--- src/rtl/core/ptt_pkg.sv ---
// Package for the properties text tokenizer: parse modes, result kinds,
// character codes and the tokenizer state record. No dependencies.
package ptt_pkg;

  // Parse modes; the codes above MODE_VALUE are never stored.
  typedef enum logic [2:0] {
    MODE_LINE    = 3'd0,
    MODE_COMMENT = 3'd1,
    MODE_KEY     = 3'd2,
    MODE_BEFORE  = 3'd3,
    MODE_AFTER   = 3'd4,
    MODE_VALUE   = 3'd5
  } mode_e;

  typedef enum logic [1:0] {
    KIND_KEY   = 2'd0,
    KIND_VALUE = 2'd1,
    KIND_END   = 2'd2
  } kind_e;

  localparam logic CMD_CHAR  = 1'b0;
  localparam logic CMD_FLUSH = 1'b1;

  localparam logic [7:0] CH_NUL    = 8'h00;
  localparam logic [7:0] CH_TAB    = 8'h09;
  localparam logic [7:0] CH_LF     = 8'h0A;
  localparam logic [7:0] CH_FF     = 8'h0C;
  localparam logic [7:0] CH_CR     = 8'h0D;
  localparam logic [7:0] CH_SPACE  = 8'h20;
  localparam logic [7:0] CH_BANG   = 8'h21;
  localparam logic [7:0] CH_HASH   = 8'h23;
  localparam logic [7:0] CH_COLON  = 8'h3A;
  localparam logic [7:0] CH_EQ     = 8'h3D;
  localparam logic [7:0] CH_BSLASH = 8'h5C;
  localparam logic [7:0] CH_LOW_F  = 8'h66;
  localparam logic [7:0] CH_LOW_N  = 8'h6E;
  localparam logic [7:0] CH_LOW_R  = 8'h72;
  localparam logic [7:0] CH_LOW_T  = 8'h74;

  typedef struct packed {
    mode_e mode;
    logic  esc;
    logic  cont_skip;
  } state_t;

  localparam state_t STATE_RESET = '{mode: MODE_LINE, esc: 1'b0, cont_skip: 1'b0};

  typedef struct packed {
    logic       emit;
    kind_e      kind;
    logic [7:0] out_char;
  } result_t;

endpackage

--- src/rtl/core/ptt_if.sv ---
// Valid/ready channel interfaces for the tokenizer's input and result streams.
// Stand-alone; no package needed.
interface ptt_in_if;
  logic       valid;
  logic       ready;
  logic       cmd;
  logic [7:0] ch;

  modport source (output valid, output cmd, output ch, input ready);
  modport sink   (input valid, input cmd, input ch, output ready);
endinterface

interface ptt_out_if;
  logic       valid;
  logic       ready;
  logic [1:0] kind;
  logic [7:0] out_char;

  modport source (output valid, output kind, output out_char, input ready);
  modport sink   (input valid, input kind, input out_char, output ready);
endinterface

--- src/rtl/core/ptt_decode.sv ---
// Next-state and result decode for one character of properties text.
// Purely combinational; depends on ptt_pkg.
module ptt_decode (
  input  ptt_pkg::state_t  cur_i,
  input  logic             cmd_i,
  input  logic [7:0]       ch_i,
  output ptt_pkg::state_t  nxt_o,
  output ptt_pkg::result_t res_o
);
  import ptt_pkg::*;

  logic       is_eol;
  logic       is_space;
  logic       is_sep;
  logic       pair_open;
  logic [7:0] esc_char;

  assign is_eol    = (ch_i == CH_CR) || (ch_i == CH_LF);
  assign is_space  = (ch_i == CH_SPACE) || (ch_i == CH_TAB) || (ch_i == CH_FF);
  assign is_sep    = (ch_i == CH_EQ) || (ch_i == CH_COLON);
  assign pair_open = (cur_i.mode == MODE_KEY) || (cur_i.mode == MODE_BEFORE) ||
                     (cur_i.mode == MODE_AFTER) || (cur_i.mode == MODE_VALUE);

  always_comb begin
    unique case (ch_i)
      CH_LOW_R: esc_char = CH_CR;
      CH_LOW_N: esc_char = CH_LF;
      CH_LOW_T: esc_char = CH_TAB;
      CH_LOW_F: esc_char = CH_FF;
      default:  esc_char = ch_i;
    endcase
  end

  always_comb begin
    nxt_o = cur_i;
    res_o = '{emit: 1'b0, kind: KIND_KEY, out_char: CH_NUL};

    if (cmd_i == CMD_FLUSH || ch_i == CH_NUL) begin
      // End of input: close any open pair and drop a lone backslash.
      if (pair_open) begin
        res_o = '{emit: 1'b1, kind: KIND_END, out_char: CH_NUL};
      end
      nxt_o = STATE_RESET;
    end else if (cur_i.mode == MODE_COMMENT) begin
      if (is_eol) begin
        nxt_o.mode = MODE_LINE;
      end
    end else if (cur_i.cont_skip && (is_eol || is_space)) begin
      // Still swallowing the blanks after a continued line.
    end else begin
      nxt_o.cont_skip = 1'b0;
      if (cur_i.esc) begin
        nxt_o.esc = 1'b0;
        if (is_eol) begin
          nxt_o.cont_skip = 1'b1;
        end else begin
          unique case (cur_i.mode)
            MODE_KEY: begin
              res_o = '{emit: 1'b1, kind: KIND_KEY, out_char: esc_char};
            end
            MODE_BEFORE, MODE_AFTER, MODE_VALUE: begin
              nxt_o.mode = MODE_VALUE;
              res_o = '{emit: 1'b1, kind: KIND_VALUE, out_char: esc_char};
            end
            default: begin
              nxt_o.mode = MODE_KEY;
              res_o = '{emit: 1'b1, kind: KIND_KEY, out_char: esc_char};
            end
          endcase
        end
      end else if (ch_i == CH_BSLASH) begin
        nxt_o.esc = 1'b1;
      end else begin
        unique case (cur_i.mode)
          MODE_KEY: begin
            if (is_sep) begin
              nxt_o.mode = MODE_AFTER;
            end else if (is_space) begin
              nxt_o.mode = MODE_BEFORE;
            end else if (is_eol) begin
              nxt_o.mode = MODE_LINE;
              res_o = '{emit: 1'b1, kind: KIND_END, out_char: CH_NUL};
            end else begin
              res_o = '{emit: 1'b1, kind: KIND_KEY, out_char: ch_i};
            end
          end
          MODE_BEFORE: begin
            if (is_sep) begin
              nxt_o.mode = MODE_AFTER;
            end else if (is_space) begin
              nxt_o.mode = MODE_BEFORE;
            end else if (is_eol) begin
              nxt_o.mode = MODE_LINE;
              res_o = '{emit: 1'b1, kind: KIND_END, out_char: CH_NUL};
            end else begin
              nxt_o.mode = MODE_VALUE;
              res_o = '{emit: 1'b1, kind: KIND_VALUE, out_char: ch_i};
            end
          end
          MODE_AFTER: begin
            if (is_space) begin
              nxt_o.mode = MODE_AFTER;
            end else if (is_eol) begin
              nxt_o.mode = MODE_LINE;
              res_o = '{emit: 1'b1, kind: KIND_END, out_char: CH_NUL};
            end else begin
              nxt_o.mode = MODE_VALUE;
              res_o = '{emit: 1'b1, kind: KIND_VALUE, out_char: ch_i};
            end
          end
          MODE_VALUE: begin
            if (is_eol) begin
              nxt_o.mode = MODE_LINE;
              res_o = '{emit: 1'b1, kind: KIND_END, out_char: CH_NUL};
            end else begin
              res_o = '{emit: 1'b1, kind: KIND_VALUE, out_char: ch_i};
            end
          end
          default: begin
            if (is_eol || is_space) begin
              nxt_o.mode = MODE_LINE;
            end else if (is_sep) begin
              nxt_o.mode = MODE_AFTER;
            end else if (ch_i == CH_BANG || ch_i == CH_HASH) begin
              nxt_o.mode = MODE_COMMENT;
            end else begin
              nxt_o.mode = MODE_KEY;
              res_o = '{emit: 1'b1, kind: KIND_KEY, out_char: ch_i};
            end
          end
        endcase
      end
    end
  end

endmodule

--- src/rtl/core/properties_text_tokenizer_top.sv ---
// Properties text tokenizer: one character per cycle. A request is decoded from
// the input register and its result is offered from the output register.
// Throughput is one request per cycle while the output drains; a stalled output
// holds the input register and so the input channel.
// Reset (rst_ni low, asynchronous) empties both registers and puts the parser
// in line-start mode with no escape or continuation pending.
module properties_text_tokenizer_top (
  input logic      clk_i,
  input logic      rst_ni,
  ptt_in_if.sink   in_i,
  ptt_out_if.source out_o
);
  import ptt_pkg::*;

  // Input register: holds one accepted request until the decode consumes it.
  logic       in_valid_q, in_valid_d;
  logic       in_cmd_q;
  logic [7:0] in_ch_q;

  // Parser state, updated once per consumed request.
  state_t     state_q, state_d;

  // Result register towards the output channel.
  logic       out_valid_q, out_valid_d;
  kind_e      out_kind_q;
  logic [7:0] out_char_q;

  result_t    res;
  logic       out_free;
  logic       consume;
  logic       in_fire;

  ptt_decode u_decode (
    .cur_i (state_q),
    .cmd_i (in_cmd_q),
    .ch_i  (in_ch_q),
    .nxt_o (state_d),
    .res_o (res)
  );

  // The result slot is free when empty or being taken this cycle, so a
  // request can be consumed every cycle while the output keeps draining.
  assign out_free = !out_valid_q || out_o.ready;
  assign consume  = in_valid_q && out_free;

  // A new request enters whenever the input register is empty or moves on.
  assign in_i.ready = !in_valid_q || consume;
  assign in_fire    = in_i.valid && in_i.ready;

  always_comb begin
    in_valid_d = in_valid_q;
    if (in_fire) begin
      in_valid_d = 1'b1;
    end else if (consume) begin
      in_valid_d = 1'b0;
    end
  end

  always_comb begin
    out_valid_d = out_valid_q;
    if (consume) begin
      out_valid_d = res.emit;
    end else if (out_o.ready) begin
      out_valid_d = 1'b0;
    end
  end

  always_ff @(posedge clk_i or negedge rst_ni) begin
    if (!rst_ni) begin
      in_valid_q  <= 1'b0;
      out_valid_q <= 1'b0;
      state_q     <= STATE_RESET;
    end else begin
      in_valid_q  <= in_valid_d;
      out_valid_q <= out_valid_d;
      if (consume) begin
        state_q <= state_d;
      end
    end
  end

  // Payload registers carry no reset.
  always_ff @(posedge clk_i) begin
    if (in_fire) begin
      in_cmd_q <= in_i.cmd;
      in_ch_q  <= in_i.ch;
    end
    if (consume && res.emit) begin
      out_kind_q <= res.kind;
      out_char_q <= res.out_char;
    end
  end

  assign out_o.valid    = out_valid_q;
  assign out_o.kind     = out_kind_q;
  assign out_o.out_char = out_char_q;

endmodule
--- src/flat_wrapper.sv ---
// flat-port wrapper written by rule: the top's interface ports become plain ports
module properties_text_tokenizer_top_flat import ptt_pkg::*;
  (clk_i, rst_ni, in_i_valid, in_i_cmd, in_i_ch, in_i_ready, out_o_valid, out_o_kind, out_o_out_char, out_o_ready);
  ptt_in_if in_i_i ();
  ptt_out_if out_o_i ();
  input logic clk_i;
  input logic rst_ni;
  input wire logic [$bits(in_i_i.valid)-1:0] in_i_valid;
  input wire logic [$bits(in_i_i.cmd)-1:0] in_i_cmd;
  input wire logic [$bits(in_i_i.ch)-1:0] in_i_ch;
  output wire logic [$bits(in_i_i.ready)-1:0] in_i_ready;
  output wire logic [$bits(out_o_i.valid)-1:0] out_o_valid;
  output wire logic [$bits(out_o_i.kind)-1:0] out_o_kind;
  output wire logic [$bits(out_o_i.out_char)-1:0] out_o_out_char;
  input wire logic [$bits(out_o_i.ready)-1:0] out_o_ready;
  assign in_i_i.valid = in_i_valid;
  assign in_i_i.cmd = in_i_cmd;
  assign in_i_i.ch = in_i_ch;
  assign in_i_ready = in_i_i.ready;
  assign out_o_valid = out_o_i.valid;
  assign out_o_kind = out_o_i.kind;
  assign out_o_out_char = out_o_i.out_char;
  assign out_o_i.ready = out_o_ready;
  properties_text_tokenizer_top u_core (.clk_i(clk_i), .rst_ni(rst_ni), .in_i(in_i_i), .out_o(out_o_i));
endmodule
--- config.mk ---
export PLATFORM = sky130hd
export DESIGN_NAME = properties_text_tokenizer_top_flat
export DESIGN_NICKNAME = d
export VERILOG_FILES = /design/src/rtl/core/ptt_pkg.sv /design/src/rtl/core/ptt_if.sv /design/src/rtl/core/ptt_decode.sv /design/src/rtl/core/properties_text_tokenizer_top.sv /design/src/flat_wrapper.sv
export SDC_FILE = /design/constraint.sdc
export NUM_CORES = 1
export LEC_CHECK = 0
export ABC_AREA = 1
export BUFFER_PORTS_ARGS = -buffer_cell sky130_fd_sc_hd__buf_2
export CORE_ASPECT_RATIO = 1.5
export CORE_MARGIN = 2
export CORE_UTILIZATION = 50
export DETAILED_ROUTE_END_ITERATION = 8
export PLACE_DENSITY = 0.71
export SYNTH_ARGS = -nofsm -noshare
export SYNTH_HDL_FRONTEND = slang
export SYNTH_SLANG_ARGS = --single-unit
export TNS_END_PERCENT = 10
--- constraint.sdc ---
create_clock -name clk_i -period 2.15 [get_ports clk_i]
set_input_delay 0.215 -clock clk_i [delete_from_list [all_inputs] [get_ports clk_i]]
set_output_delay 0.215 -clock clk_i [all_outputs]
set_load 0.02 [all_outputs]
==> results_dict.tcl <==
set metrics [dict create \
    synth_xor_area_share_pct 0 \
    path_clk_slew_ns 0.09 \
    die_x_um 51.3 \
    tightest_slew_ns 0.409 \
    start_kind "register" \
    cp-endpoint "u_core.out_o.out_char[3]$_SDFFCE_PP0P_" \
    seq_area_frac_synth_pct 44.5 \
    synth_cells 218 \
    drc_errors 0 \
    layout.nets 276 \
    cts_sinks 26 \
    syn_avg_cell_area_um2 7.69 \
    fp.dieH_um 74.9 \
    finalSetupViolCount 12 \
    cts_tree "done" \
    required_ns 2.17 \
    violations "setup timing" \
    synth_compound_area_share_pct 11.9 \
    endpoint_kind "register" \
    maxCapViolations 0 \
    final_area_um2 2100 \
    hpwl_mm 2.98 \
    diodes 0 \
    yosys.area_share.adder_pct 0 \
    fin_ws_ns -0.0370 \
    yosys.area_share.simple_pct 36.9 \
    antenna_found_initial 0 \
    start_util_pct 52.5 \
    dr.pass1.iters 4 \
    first_iter_violations 88 \
    reg2reg_to "u_core.out_o.out_char[3]$_SDFFCE_PP0P_" \
    leakage_nw 1.02 \
    critPathMaxFanout 6 \
    drt-total-wl_mm 4.08 \
    fin_tns_setup_ns -0.189 \
    rsz0062_at_grt "yes" \
    vdd_ir_drop_max_mv 0.643 \
    clock_skew_ns 0.00237 \
    drive_gt1_share_pct 32.8 \
    portBuffers 24 \
    clock_path_buffers 2 \
    ant_nets 0 \
    totalPowerFinal_mw 1.84 \
    cts_htree_levels 1 \
    muxShareOfSynthArea_pct 0 \
    mostFrequentLayoutCells "nand2_1 (59), nor2_1 (27), buf_2 (24)" \
    placed_area_um2 1910 \
    synth_cell_type_count 25 \
    area_delta_synth_final_pct 25.2 \
    overflow 0 \
    outcome "complete, but fails checks" \
    fin_cells 302 \
    synth_top_family_by_area "simple AND/OR/NAND/NOR gates" \
    wl_per_cell_um 13.5 \
    final_common_cell "nand2_1" \
    core_area_um2 3190 \
    slew_viol_final 0 \
    slew_headroom_pct 72.5 \
    hold_class "primary input to register" \
    holdPathStages 1 \
    grt_pass1_wl_mm 6.33 \
    row_count 25 \
    timing.final.crit_period_ns 2.19 \
    post-place-ws_ns 0.0275 \
    ff2ff_path_depth 12 \
    r2r_setup_slack_ns -0.04 \
    hold_viol 0 \
    numCtsBuffers 3 \
    grtUsageTotal_pct 22.0 \
    fin_crit_sh_pct 102 \
    fp.dieArea_um2 3840 \
    grt_max_degree 16 \
    io_pins 25 \
    max_freq_mhz 457 \
    clock_latency_ns 0.27 \
    synth_seq_cells 26 \
    criticalPathCategory "register to register" \
    worstSetupStartpoint "u_core.in_ch_q[2]$_DFFE_PP_" \
    place_congestion 0.934 \
    viasPerCell 5.43 \
    num_vias 1640 \
    syn_area_um2 1680 \
    cts-root-buf "clkbuf_8" \
    rr_startpoint "u_core.in_ch_q[2]$_DFFE_PP_" \
    power.density_nw_per_um2 875 \
    synth_nets 231 \
    grt_pass1_vias 1517 \
    arrival_ns 2.21 \
    dp_cells 288 \
    ys_warn_count 0 \
]
==> cell type report <==
cell class	instances	area, um^2
Fill cell	283	1090
Multi-Input combinational cell	162	848
Sequential cell	26	746
Timing Repair Buffer	41	275
Inverter	29	109
Tap cell	40	50.0
Clock buffer	3	41.3
Clock inverter	1	30.0
==> worst min path at each step <==
stage,slack (ns),startpoint,to
after floorplan,-0.08,rst_ni,u_core.in_valid_q$_DFFE_PN0P_
after global placement,0.05,rst_ni,u_core.state_q[2]$_DFFE_PN0P_
after detailed placement,0.06,rst_ni,u_core.state_q[2]$_DFFE_PN0P_
after CTS,0.11,in_i_ch[0],u_core.in_ch_q[0]$_DFFE_PP_
after global routing,0.1,in_i_ch[6],u_core.in_ch_q[6]$_DFFE_PP_
final,0.11,in_i_ch[4],u_core.in_ch_q[4]$_DFFE_PP_
==> report_power, final <==
part	leakage (nW)	total (mW)	internal, mW	switching [mW]
clock	0.0357	0.408	0.249	0.158
combinational	0.707	0.721	0.266	0.455
sequential	0.276	0.708	0.654	0.0536
total	1.02	1.84	1.17	0.667
==> synthesized netlist by cell type, drive strengths merged <==
| cell type | n | area share [%] |
|---|---|---|
| nand4 | 4 | 1.5 |
| o21bai | 1 | 0.67 |
| nor3 | 5 | 1.5 |
| nor2 | 37 | 10 |
| a22oi | 1 | 0.45 |
| nand2 | 71 | 18 |
| dfrtp | 7 | 10 |
| inv | 29 | 6.5 |
| clkbuf | 1 | 0.22 |
| edfxtp | 19 | 34 |
| nand3 | 15 | 5.4 |
| a21oi | 9 | 4.0 |
| o211ai | 1 | 0.45 |
| o31ai | 1 | 0.45 |
| a21boi | 1 | 0.45 |
| o21ai | 16 | 5.4 |
==> critical path, cell delays in order, from the launching register on <==
cell and delay [ns]:
edfxtp_1 0.51, buf_4 0.18, nor2_1 0.15, nand2_1 0.09, nand2_2 0.10, nand2_2 0.08
nand3_2 0.07, nand2_2 0.08, a21oi_4 0.16, buf_4 0.15, nor2_1 0.04, o21ai_1 0.24
a21oi_1 0.08
==> state kept, by name, summed over array words and instances (netlist names) <==
| register | cells |
|---|---|
| u_core.in_cmd_q | 1 |
| u_core.out_o.valid | 1 |
| u_core.out_o.kind | 2 |
| u_core.state_q | 5 |
| u_core.out_o.out_char | 8 |
| u_core.in_valid_q | 1 |
| u_core.in_ch_q | 8 |
==> layer usage <==
layer	track usage [%]	wire length [um]
met2	40.4	2140
met4	14.3	272
met3	1.98	256
met1	24.1	1410
met5	0	0
==> cells by family (layout without fill, tap and decap cells) <==
logic type,Yosys count,in the layout
AOI/OAI and AO/OA,30,30
buffers and inverters,30,74
DFF,26,26
and+or+nand+nor,132,132
==> timing repair <==
action,in CTS,in global routing
buffers inserted,2,7
endpoints found under the setup margin,10,10
cloned,0,0
hold endpoints to repair,7,0
pin swaps,1,4
hold buffers,1,0
gates resized for setup,0,11
==> metrics by stage <==
step / hold slack (ns) / utilization, %
2_1_floorplan: -0.0806 / -
3_3_place_gp: 0.0501 / 59.8
3_5_place_dp: 0.0581 / 59.8
4_1_cts: 0.110 / 63.2
5_1_grt: 0.0970 / 65.8
6_report: 0.107 / 65.8
(Power assumes the default switching activity.)
